`config.mk`:
```
export PLATFORM = sky130hd
export DESIGN_NAME = can_bit_timing_select_top_flat
export DESIGN_NICKNAME = d
export VERILOG_FILES = /design/src/cbt_pkg.sv /design/src/cbt_in_if.sv /design/src/cbt_out_if.sv /design/src/can_bit_timing_select_top.sv /design/src/cbt_div.sv /design/src/cbt_seq.sv /design/src/flat_wrapper.sv
export SDC_FILE = /design/constraint.sdc
export NUM_CORES = 1
export LEC_CHECK = 0
export BUFFER_PORTS_ARGS = -buffer_cell sky130_fd_sc_hd__buf_2
export CAP_MARGIN = 20
export CORE_MARGIN = 1
export CORE_UTILIZATION = 35
export DETAILED_ROUTE_END_ITERATION = 7
export PLACE_DENSITY_LB_ADDON = 0.2
export RECOVER_POWER = 100
export SLEW_MARGIN = 40
export SYNTH_ARGS = -nofsm -noshare
export SYNTH_HDL_FRONTEND = slang
export SYNTH_SLANG_ARGS = --single-unit
```
`constraint.sdc`:
```
create_clock -name clk -period 7.1 [get_ports clk]
set_input_delay 1.42 -clock clk [delete_from_list [all_inputs] [get_ports clk]]
set_output_delay 1.42 -clock clk [all_outputs]
set_load 0.02 [all_outputs]
```
`src/cbt_pkg.sv`:
```
`timescale 1ns / 1ps

package cbt_pkg;

    localparam logic [4:0]  QUANTA_MIN  = 5'd8;
    localparam logic [4:0]  QUANTA_LAST = 5'd24;
    localparam logic [31:0] NO_DELTA    = 32'hFFFF_FFFF;
    localparam logic [4:0]  SEG2_DIV    = 5'd3;
    localparam logic [8:0]  SEG2_MUL    = 9'd11;
    localparam logic [4:0]  SJW_LIMIT   = 5'd8;
    localparam logic [2:0]  SJW_MAX     = 3'd4;

    typedef enum logic [3:0] {
        ST_IDLE,
        ST_MUL1,
        ST_START1,
        ST_WAIT1,
        ST_MUL2,
        ST_START2,
        ST_WAIT2,
        ST_EVAL,
        ST_NEXT,
        ST_DONE
    } cbt_state_t;

    typedef struct packed {
        logic        start;
        logic [31:0] dividend;
        logic [31:0] divisor;
    } cbt_div_req_t;

    typedef struct packed {
        logic        done;
        logic [31:0] quotient;
    } cbt_div_rsp_t;

    typedef struct packed {
        logic [4:0]  quanta_per_bit;
        logic [28:0] prescaler;
        logic [4:0]  phase_seg1;
        logic [2:0]  phase_seg2;
        logic [2:0]  jump_width;
        logic        no_valid_timing;
    } cbt_res_t;

    typedef struct packed {
        logic [4:0] seg1;
        logic [2:0] seg2;
        logic [2:0] sjw;
    } cbt_seg_t;

    function automatic cbt_seg_t seg_of(input logic [4:0] q);
        logic [4:0] qm1;
        logic [8:0] scaled;
        logic [4:0] s2;
        cbt_seg_t   r;
        qm1    = q - 5'd1;
        // divide by three as (x * 11) >> 5, exact for any 5-bit x
        scaled = {4'd0, qm1} * SEG2_MUL;
        s2     = {1'b0, scaled[8:5]};
        r.seg2 = s2[2:0];
        r.seg1 = qm1 - s2;
        r.sjw  = (r.seg1 >= SJW_LIMIT) ? SJW_MAX : {1'b0, r.seg1[2:1]};
        return r;
    endfunction

endpackage

```
`src/cbt_in_if.sv`:
```
`timescale 1ns / 1ps

interface cbt_in_if;
    logic        valid;
    logic        ready;
    logic [31:0] clock_hz;
    logic [19:0] bitrate_bps;

    modport source (output valid, output clock_hz, output bitrate_bps, input ready);
    modport sink   (input valid, input clock_hz, input bitrate_bps, output ready);
endinterface

```
`src/cbt_out_if.sv`:
```
`timescale 1ns / 1ps

interface cbt_out_if;
    logic        valid;
    logic        ready;
    logic [4:0]  quanta_per_bit;
    logic [28:0] prescaler;
    logic [4:0]  phase_seg1;
    logic [2:0]  phase_seg2;
    logic [2:0]  jump_width;
    logic        no_valid_timing;

    modport source (output valid, output quanta_per_bit, output prescaler,
                    output phase_seg1, output phase_seg2, output jump_width,
                    output no_valid_timing, input ready);
    modport sink   (input valid, input quanta_per_bit, input prescaler,
                    input phase_seg1, input phase_seg2, input jump_width,
                    input no_valid_timing, output ready);
endinterface

```
`src/can_bit_timing_select_top.sv`:
```
`timescale 1ns / 1ps

// Channel  Dir  Item
// cmd      in   clock_hz, bitrate_bps
// res      out  quanta, prescaler, seg1, seg2, jump width, no-valid flag
//
// One item searches up to 17 bit lengths, each with two waits on the shared
// radix-2 divider plus control states, then the result is registered into
// the output register. A length with a zero prescaler skips the second
// division, and an exact match ends the search. A zero bitrate goes
// straight to the result with no search. cmd is ready only when idle.
// The result sits in an output register; a stalled res holds it while the
// next item is computed. Reset clears control state only.

module can_bit_timing_select_top (
    input  logic  clk,
    input  logic  rst_n,
    cbt_in_if.sink    cmd,
    cbt_out_if.source res
);
    import cbt_pkg::*;

    cbt_div_req_t div_req;
    cbt_div_rsp_t div_rsp;
    cbt_res_t     seq_res;
    cbt_res_t     out_reg;
    logic         out_valid_reg, out_valid_next;
    logic         seq_valid;
    logic         seq_ack;

    cbt_div u_div (
        .clk   (clk),
        .rst_n (rst_n),
        .req   (div_req),
        .rsp   (div_rsp)
    );

    cbt_seq u_seq (
        .clk         (clk),
        .rst_n       (rst_n),
        .in_valid    (cmd.valid),
        .in_ready    (cmd.ready),
        .clock_hz    (cmd.clock_hz),
        .bitrate_bps (cmd.bitrate_bps),
        .div_req     (div_req),
        .div_rsp     (div_rsp),
        .res_valid   (seq_valid),
        .res_ack     (seq_ack),
        .res         (seq_res)
    );

    assign seq_ack = !out_valid_reg || res.ready;

    always_comb
    begin
        out_valid_next = out_valid_reg;
        if (seq_valid && seq_ack)
            out_valid_next = 1'b1;
        else if (res.ready)
            out_valid_next = 1'b0;
    end

    always_ff @(posedge clk or negedge rst_n)
    begin
        if (!rst_n)
            out_valid_reg <= 1'b0;
        else
            out_valid_reg <= out_valid_next;
    end

    always_ff @(posedge clk)
    begin
        if (seq_valid && seq_ack)
            out_reg <= seq_res;
    end

    assign res.valid           = out_valid_reg;
    assign res.quanta_per_bit  = out_reg.quanta_per_bit;
    assign res.prescaler       = out_reg.prescaler;
    assign res.phase_seg1      = out_reg.phase_seg1;
    assign res.phase_seg2      = out_reg.phase_seg2;
    assign res.jump_width      = out_reg.jump_width;
    assign res.no_valid_timing = out_reg.no_valid_timing;

endmodule

```
`src/cbt_div.sv`:
```
`timescale 1ns / 1ps

module cbt_div (
    input  logic                 clk,
    input  logic                 rst_n,
    input  cbt_pkg::cbt_div_req_t req,
    output cbt_pkg::cbt_div_rsp_t rsp
);
    import cbt_pkg::*;

    logic [31:0] rem_reg,  rem_next;
    logic [31:0] quo_reg,  quo_next;
    logic [31:0] dvs_reg,  dvs_next;
    logic [4:0]  cnt_reg,  cnt_next;
    logic        busy_reg, busy_next;
    logic        done_reg, done_next;

    logic [32:0] trial;
    logic [32:0] diff;

    // restoring radix-2, one quotient bit per cycle
    always_comb
    begin
        trial     = {rem_reg, quo_reg[31]};
        diff      = trial - {1'b0, dvs_reg};
        rem_next  = rem_reg;
        quo_next  = quo_reg;
        dvs_next  = dvs_reg;
        cnt_next  = cnt_reg;
        busy_next = busy_reg;
        done_next = 1'b0;
        if (req.start)
        begin
            rem_next  = '0;
            quo_next  = req.dividend;
            dvs_next  = req.divisor;
            cnt_next  = '0;
            busy_next = 1'b1;
        end
        else if (busy_reg)
        begin
            if (!diff[32])
            begin
                rem_next = diff[31:0];
                quo_next = {quo_reg[30:0], 1'b1};
            end
            else
            begin
                rem_next = trial[31:0];
                quo_next = {quo_reg[30:0], 1'b0};
            end
            cnt_next = cnt_reg + 5'd1;
            if (cnt_reg == 5'd31)
            begin
                busy_next = 1'b0;
                done_next = 1'b1;
            end
        end
    end

    always_ff @(posedge clk or negedge rst_n)
    begin
        if (!rst_n)
        begin
            cnt_reg  <= '0;
            busy_reg <= 1'b0;
            done_reg <= 1'b0;
        end
        else
        begin
            cnt_reg  <= cnt_next;
            busy_reg <= busy_next;
            done_reg <= done_next;
        end
    end

    always_ff @(posedge clk)
    begin
        rem_reg <= rem_next;
        quo_reg <= quo_next;
        dvs_reg <= dvs_next;
    end

    assign rsp.done     = done_reg;
    assign rsp.quotient = quo_reg;

endmodule

```
`src/cbt_seq.sv`:
```
`timescale 1ns / 1ps

module cbt_seq (
    input  logic                  clk,
    input  logic                  rst_n,
    input  logic                  in_valid,
    output logic                  in_ready,
    input  logic [31:0]           clock_hz,
    input  logic [19:0]           bitrate_bps,
    output cbt_pkg::cbt_div_req_t div_req,
    input  cbt_pkg::cbt_div_rsp_t div_rsp,
    output logic                  res_valid,
    input  logic                  res_ack,
    output cbt_pkg::cbt_res_t     res
);
    import cbt_pkg::*;

    cbt_state_t  state_reg, state_next;

    logic [31:0] clk_reg;
    logic [19:0] rate_reg;
    logic [4:0]  q_reg,      q_next;
    logic [31:0] dvs_reg,    dvs_next;
    logic [28:0] presc_reg,  presc_next;
    logic [31:0] got_reg,    got_next;
    logic [4:0]  best_q_reg, best_q_next;
    logic [28:0] best_p_reg, best_p_next;
    logic [31:0] best_d_reg, best_d_next;
    logic        found_reg,  found_next;

    logic        accept;
    logic [24:0] prod1;
    logic [33:0] prod2;
    logic [31:0] delta;
    cbt_seg_t    seg;

    assign accept = in_valid && in_ready;
    assign prod1  = rate_reg * q_reg;
    assign prod2  = presc_reg * q_reg;
    assign delta  = got_reg - {12'd0, rate_reg};

    always_comb
    begin
        state_next = state_reg;
        unique case (state_reg)
            ST_IDLE:
                if (in_valid)
                    state_next = (bitrate_bps == '0) ? ST_DONE : ST_MUL1;
            ST_MUL1:   state_next = ST_START1;
            ST_START1: state_next = ST_WAIT1;
            ST_WAIT1:
                if (div_rsp.done)
                    state_next = (div_rsp.quotient == '0) ? ST_NEXT : ST_MUL2;
            ST_MUL2:   state_next = ST_START2;
            ST_START2: state_next = ST_WAIT2;
            ST_WAIT2:
                if (div_rsp.done)
                    state_next = ST_EVAL;
            ST_EVAL:   state_next = (delta == '0) ? ST_DONE : ST_NEXT;
            ST_NEXT:   state_next = (q_reg == QUANTA_LAST) ? ST_DONE : ST_MUL1;
            ST_DONE:
                if (res_ack)
                    state_next = ST_IDLE;
            default:   state_next = ST_IDLE;
        endcase
    end

    always_comb
    begin
        in_ready         = (state_reg == ST_IDLE);
        res_valid        = (state_reg == ST_DONE);
        div_req.start    = (state_reg == ST_START1) || (state_reg == ST_START2);
        div_req.dividend = clk_reg;
        div_req.divisor  = dvs_reg;

        q_next      = q_reg;
        dvs_next    = dvs_reg;
        presc_next  = presc_reg;
        got_next    = got_reg;
        best_q_next = best_q_reg;
        best_p_next = best_p_reg;
        best_d_next = best_d_reg;
        found_next  = found_reg;

        unique case (state_reg)
            ST_IDLE:
            begin
                q_next      = QUANTA_MIN;
                best_d_next = NO_DELTA;
                found_next  = 1'b0;
            end
            ST_MUL1: dvs_next = {7'd0, prod1};
            ST_WAIT1:
                if (div_rsp.done)
                    presc_next = div_rsp.quotient[28:0];
            ST_MUL2: dvs_next = prod2[31:0];
            ST_WAIT2:
                if (div_rsp.done)
                    got_next = div_rsp.quotient;
            ST_EVAL:
                if (delta == '0 || !found_reg || delta < best_d_reg)
                begin
                    best_q_next = q_reg;
                    best_p_next = presc_reg;
                    best_d_next = delta;
                    found_next  = 1'b1;
                end
            ST_NEXT: q_next = q_reg + 5'd1;
            default:
            begin
            end
        endcase
    end

    always_comb
    begin
        seg = seg_of(best_q_reg);
        if (found_reg)
        begin
            res.quanta_per_bit  = best_q_reg;
            res.prescaler       = best_p_reg;
            res.phase_seg1      = seg.seg1;
            res.phase_seg2      = seg.seg2;
            res.jump_width      = seg.sjw;
            res.no_valid_timing = 1'b0;
        end
        else
        begin
            res                 = '0;
            res.no_valid_timing = 1'b1;
        end
    end

    always_ff @(posedge clk or negedge rst_n)
    begin
        if (!rst_n)
        begin
            state_reg <= ST_IDLE;
            q_reg     <= '0;
            found_reg <= 1'b0;
        end
        else
        begin
            state_reg <= state_next;
            q_reg     <= q_next;
            found_reg <= found_next;
        end
    end

    always_ff @(posedge clk)
    begin
        if (accept)
        begin
            clk_reg  <= clock_hz;
            rate_reg <= bitrate_bps;
        end
        dvs_reg    <= dvs_next;
        presc_reg  <= presc_next;
        got_reg    <= got_next;
        best_q_reg <= best_q_next;
        best_p_reg <= best_p_next;
        best_d_reg <= best_d_next;
    end

endmodule
```
`src/flat_wrapper.sv`:
```
// flat-port wrapper written by rule: the top's interface ports become plain ports
module can_bit_timing_select_top_flat import cbt_pkg::*;
  (clk, rst_n, cmd_valid, cmd_clock_hz, cmd_bitrate_bps, cmd_ready, res_valid, res_quanta_per_bit, res_prescaler, res_phase_seg1, res_phase_seg2, res_jump_width, res_no_valid_timing, res_ready);
  cbt_in_if cmd_i ();
  cbt_out_if res_i ();
  input  logic clk;
  input  logic rst_n;
  input wire logic [$bits(cmd_i.valid)-1:0] cmd_valid;
  input wire logic [$bits(cmd_i.clock_hz)-1:0] cmd_clock_hz;
  input wire logic [$bits(cmd_i.bitrate_bps)-1:0] cmd_bitrate_bps;
  output wire logic [$bits(cmd_i.ready)-1:0] cmd_ready;
  output wire logic [$bits(res_i.valid)-1:0] res_valid;
  output wire logic [$bits(res_i.quanta_per_bit)-1:0] res_quanta_per_bit;
  output wire logic [$bits(res_i.prescaler)-1:0] res_prescaler;
  output wire logic [$bits(res_i.phase_seg1)-1:0] res_phase_seg1;
  output wire logic [$bits(res_i.phase_seg2)-1:0] res_phase_seg2;
  output wire logic [$bits(res_i.jump_width)-1:0] res_jump_width;
  output wire logic [$bits(res_i.no_valid_timing)-1:0] res_no_valid_timing;
  input wire logic [$bits(res_i.ready)-1:0] res_ready;
  assign cmd_i.valid = cmd_valid;
  assign cmd_i.clock_hz = cmd_clock_hz;
  assign cmd_i.bitrate_bps = cmd_bitrate_bps;
  assign cmd_ready = cmd_i.ready;
  assign res_valid = res_i.valid;
  assign res_quanta_per_bit = res_i.quanta_per_bit;
  assign res_prescaler = res_i.prescaler;
  assign res_phase_seg1 = res_i.phase_seg1;
  assign res_phase_seg2 = res_i.phase_seg2;
  assign res_jump_width = res_i.jump_width;
  assign res_no_valid_timing = res_i.no_valid_timing;
  assign res_i.ready = res_ready;
  can_bit_timing_select_top u_core (.clk(clk), .rst_n(rst_n), .cmd(cmd_i), .res(res_i));
endmodule
```
Yosys cells after proc, flatten, opt, wreduce, memory -nomap -nowiden. Cells that the tools add are included.

Div/mod/pow operators: 0. $add $sub $neg: 6. Shift-type cells: 0. Muxes and demuxes: 31. Eq/ne operators: 16. Reduce and logical (&&, ||, !) cells: 23. Order comparisons: 2. Bitwise gates (word level): 1. $mul: 3.

Operators by type and width (number): two-way mux 32 bit (4); one-hot mux 32 bit (2 select lines) (2); zero test 32 bit (2); one-hot mux 4 bit (10 select lines) (1); subtractor 33 x 32 -> 33 bit (1); < comparator 32 bit (1); multiplier 29 x 5 -> 32 bit (1); subtractor 32 x 20 -> 32 bit (1); two-way mux 4 bit (7); multiplier 20 x 5 -> 25 bit (1); zero test 20 bit (1); equality test 4 x 3 -> 1 bit, second input constant (4); two-way mux 1 bit (12); adder 5 x 1 -> 5 bit, second input constant (2); equality test 5 bit, second input constant (2); two-way mux 5 bit (2); one-hot mux 5 bit (2 select lines) (1); nonzero test 2 bit (5); multiplier 5 x 4 -> 9 bit, second input constant (1); equality test 4 x 2 -> 1 bit, second input constant (2); equality test 4 bit, second input constant (2); AND reduction 2 bit (4); != test 2 bit, second input constant (3); greater-or-equal comparator 5 x 4 -> 1 bit, second input constant (1); other kinds (13) (19).

Flip-flop bits (word level): 371. Bits in writable memories: 0. Memories: 0. Bits in read-only memories: 0. Latch bits: 0.

Logic depth before layout (Yosys ltp).
Depth after elaboration: 6. Depth in mapped cells: 20. Gate-level depth less buffers: 20.

Modules after synthesis. A second synthesis with hierarchy kept.

Cell total of the unflattened synthesis: 2427. Area, all modules: 25519.5 um^2.

Modules (own cells, without submodules): cbt_seq (instances 1, area each 18241.2 um^2, cells an instance 1826); cbt_div (instances 1, area each 5843.1 um^2, cells an instance 551); can_bit_timing_select_top (instances 1, area each 1435.1 um^2, cells an instance 50).

Least setup slack after synthesis. No wires, ideal clock.

Path type: register -> register. Start point: register u_core.u_seq.q_reg[3]. End point: register u_core.u_seq.dvs_reg[30], data pin. Slack: 1742 ps. Library setup time: 265 ps. Required time: 6835 ps. Stages on the path, launching flop included: 19. Buffers on the path: 3. Data arrival time: 5093 ps. Cells stage by stage: dfrtp_1 -> clkbuf_1 -> clkbuf_1 -> clkbuf_1 -> nand2_1 -> fa_1 -> fa_1 -> fa_1 -> inv_1 -> ha_1 -> a211oi_1 -> o21ai_0 -> a211oi_1 -> a211oi_1 -> o311ai_1 -> nor2_1 -> o41ai_1 -> nor4_1 -> or3_1.

Longest elaborated chain between the ends: 2.

RTL lines: start, declared (line cbt_seq.sv:22) `logic [4:0] q_reg, q_next;`; start signal, assigned (line cbt_seq.sv:145) `q_reg <= q_next;`; multiplier 29 x 5 -> 32 bit (line cbt_seq.sv:39) `assign prod2 = presc_reg * q_reg;`; one-hot mux 32 bit (2 select lines) (line cbt_seq.sv:85) `unique case (state_reg)`; end signal, assigned (line cbt_seq.sv:157) `dvs_reg <= dvs_next;`; end, declared (line cbt_seq.sv:23) `logic [31:0] dvs_reg, dvs_next;`.

Every way passes these cells. A chain may end at the register's enable or synchronous reset.

Worst setup path after layout.
Start point: register u_core.u_seq.q_reg[2]. End point: register u_core.u_seq.dvs_reg[19], data pin.

Longest elaborated chain between the ends: 2. Elaborated cells on any way between the ends: 3. Classes of those cells: 2 x mul; 1 x mux.

RTL lines (line): multiplier 29 x 5 -> 32 bit / multiplier 20 x 5 -> 25 bit (equally long branches) (cbt_seq.sv:39, cbt_seq.sv:38); one-hot mux 32 bit (2 select lines) * (cbt_seq.sv:85); via u_core.u_seq.dvs_next[19] (cbt_seq.sv:23).

The timed path passes the listed nets; every way through them passes the cells marked *.

==> flow_summary.ini <==
[job]
maxCapViolCount = 12

[timing]
slew_headroom = -1.29
layout_min_cycle_time_ns = 6.21
worst_pin_slew_ns = 3.44
rsz0062_at_grt = no
period_share = 0.875
fin_setup_tns_ns = 0
skew_ns = 0.0294
finalSetupViolations = 0
hold_slack_ns = 0.417
slew_violations = 469
max_freq_mhz = 161
hold_viol_final = 0

[clock_tree]
tritoncts = done
post_cts.repair.setup_buffers = 0
hold_buffers = 0
clk_latency_ns = 0.58
cts_made_buffers = 47
root_buffer = clkbuf_16
ctsResizeCount = 0
path_clk_slew_ns = 0.06
clock_path_buffers = 3
cts-htree-levels = 2
clock_sinks = 371

[synth]
synth_nets = 2876
synthFlopType = edfxtp_1
yosysMostFrequentCell = edfxtp_1
ys_seq_area_frac = 0.420
yosysWarnings = 0
netlist_top_cells_area = edfxtp_1 (38%), fa_1 (11%), ha_1 (8.6%)
yosysTopAreaCellShare = 0.377
ys_ff_latch = 371
ys_top_cells_by_count = edfxtp_1 (321), inv_1 (308), nand2_1 (283), and2_1 (188), ha_1 (175)
syn_area_sq_um = 25600
netlist_instances = 2507
avgSynthCellArea_sq_um = 10.2
synthArstFlopShare = 0.0485
yosysUniqueCellTypes = 84
synth.largest_area_cell = edfxtp_1
synth_edf_count = 321

[drt]
postRouteAntennaNets = 0
detailedRoute.firstIterationViolations = 1066
wl_per_cell_um = 18.5
firstDrtPassIters = 5
dr_total_vias = 18224
via_per_inst = 5.08
drc = 0
routed_wl_um = 66300

[layout]
layout-drive-gt1-share = 0.0561
multi_input_area_sq_um = 13300
syn2layout_area_growth_pct = 11.6
stdcell_area_sq_um = 28500
fin_nets = 2969
fillers = 7184
regArea_sq_um = 10700
diodes = 0

[worst_hold_path]
hold_class = flop to flop

[floorplanning]
start_util = 0.356
ios = 104
core_area_sq_um = 71900
fp.dieW_um = 272
fp.dieH_um = 272
rows = 98
dieArea_sq_um = 74100

[pwr]
p_per_area_nw_per_um2 = 167
p_leak_nw = 11.3
worst_ir_drop_vdd_mv = 0.185

[critical_path]
cp_max_fo = 23
end_kind = flop
cp.arrival_ns = 6.48
critPathKind = flop to flop
required_ns = 7.37
start_kind = flop

[global_route]
antenna_found_initial = 0
grtUsageTotal = 0.180
grt_pass1_wl_um = 104000
grt-ovfl-total = 0
grt_max_degree = 71
grt_pass1_vias = 18547

[placed_design]
post_dp_cell_area_sq_um = 27200
gp_congestion = 0.882
dp.final_hpwl_um = 50500
io_buffers = 103

[status]
failed_checks = capacitance limit, slew limit
outcome = finished with violations
[metrics by stage]
step | utilization | cells | power [mW] | setup slack, ns
6_report | 0.397 | 3586 | 4.77 | 0.890
5_1_grt | 0.397 | 3586 | 4.91 | 0.455
4_1_cts | 0.400 | 3586 | 4.84 | 1.22
3_5_place_dp | 0.378 | 3501 | 2.41 | 1.25
3_3_place_gp | 0.378 | 3501 | 2.41 | 1.19
2_1_floorplan | - | 2507 | 2.39 | 1.74
[critical path: stages (launching register included)]
cell and delay, ns:
dfrtp_1 0.74, buf_4 0.39, clkbuf_1 0.63, and2_0 0.22, ha_1 0.15, inv_1 0.05
fa_1 0.48, fa_1 0.54, inv_1 0.04, ha_1 0.33, o21ai_0 0.27, o21ai_0 0.14
a31oi_1 0.37, o21ai_0 0.26, a21oi_1 0.31, nor2b_1 0.25, o21bai_1 0.12, xnor2_1 0.36
o21ai_0 0.21
[cell usage in the layout, fill, tap and decap left out, types with 19 or more instances in the layout]
cell	netlist	layout
inv_1	308	309
fa_1	138	138
ha_1	175	175
edfxtp_1	321	321
and2_1	188	159
nand3_1	37	37
nand4_1	23	23
o21a_1	19	19
clkbuf_1	74	94
xnor2_1	56	56
nor4_1	27	26
a21o_1	45	45
mux2i_1	33	33
a21oi_1	138	137
a211oi_1	16	19
nor3_1	31	29
nor2_1	112	111
xor2_1	43	43
clkbuf_16	0	47
nand2b_1	45	45
and2_0	1	30
nand2_1	283	282
buf_2	8	35
o21ai_0	111	114
dfxtp_1	32	32
[cells by family (layout without fill, tap and decap cells)]
logic type      after synthesis  in the layout  share of synthesized area
flops                       371            371                      0.420
xor+xnor                     99             99                     0.0339
buf+inv                     398            527                     0.0599
fa+ha+maj                   313            313                      0.194
simple gates                841            841                      0.168
mux                          37             37                     0.0147
compound gates              448            448                      0.110
[routing by layer]
metal | up-vias | share of wire | global-route usage
met3 | 100 | 0.036 | 0.0218
met5 | - | 0 | 0
met1 | 8989 | 0.45 | 0.235
met4 | 0 | 0.030 | 0.0619
met2 | 329 | 0.48 | 0.308
li1 | 8806 | - | -
[report_power, final]
part	leakage (nW)	internal (mW)	switching (mW)
registers	2.78	2.34	0.0000000000000000437
clock network	0.747	1.44	0.966
logic	7.74	0.00942	0.0109
total	11.3	3.79	0.976
[final timing paths]
path | start | end | slack (ns) | cells past startpoint
min in group asynchronous | rst_n | u_core.u_div.cnt_reg[2]$_DFFE_PN0P_ | 1.16 | 1
max in group asynchronous | rst_n | u_core.u_div.busy_reg$_DFF_PN0_ | 4.94 | 1
worst max register to register | u_core.u_seq.q_reg[2]$_DFFE_PN0P_ | u_core.u_seq.dvs_reg[19]$_DFFE_PP_ | 0.89 | 18
worst min register to register | u_core.u_seq.dvs_reg[2]$_DFFE_PP_ | u_core.u_div.dvs_reg[2]$_DFFE_PN_ | 0.42 | 0
worst max-delay path | u_core.u_seq.q_reg[2]$_DFFE_PN0P_ | u_core.u_seq.dvs_reg[19]$_DFFE_PP_ | 0.89 | 18
worst min-delay path | u_core.u_seq.dvs_reg[2]$_DFFE_PP_ | u_core.u_div.dvs_reg[2]$_DFFE_PN_ | 0.42 | 0
[layout make-up]
| type | instances | share of cell area |
|---|---|---|
| flip-flops and latches | 371 | 0.376 |
| well taps | 950 | 0.0417 |
| inverters | 311 | 0.0409 |
| multi-input cells | 1738 | 0.467 |
| repair buffers | 131 | 0.0200 |
| clock inverters | 31 | 0.0121 |
| clock buffers | 54 | 0.0422 |
(Power assumes the default switching activity.)
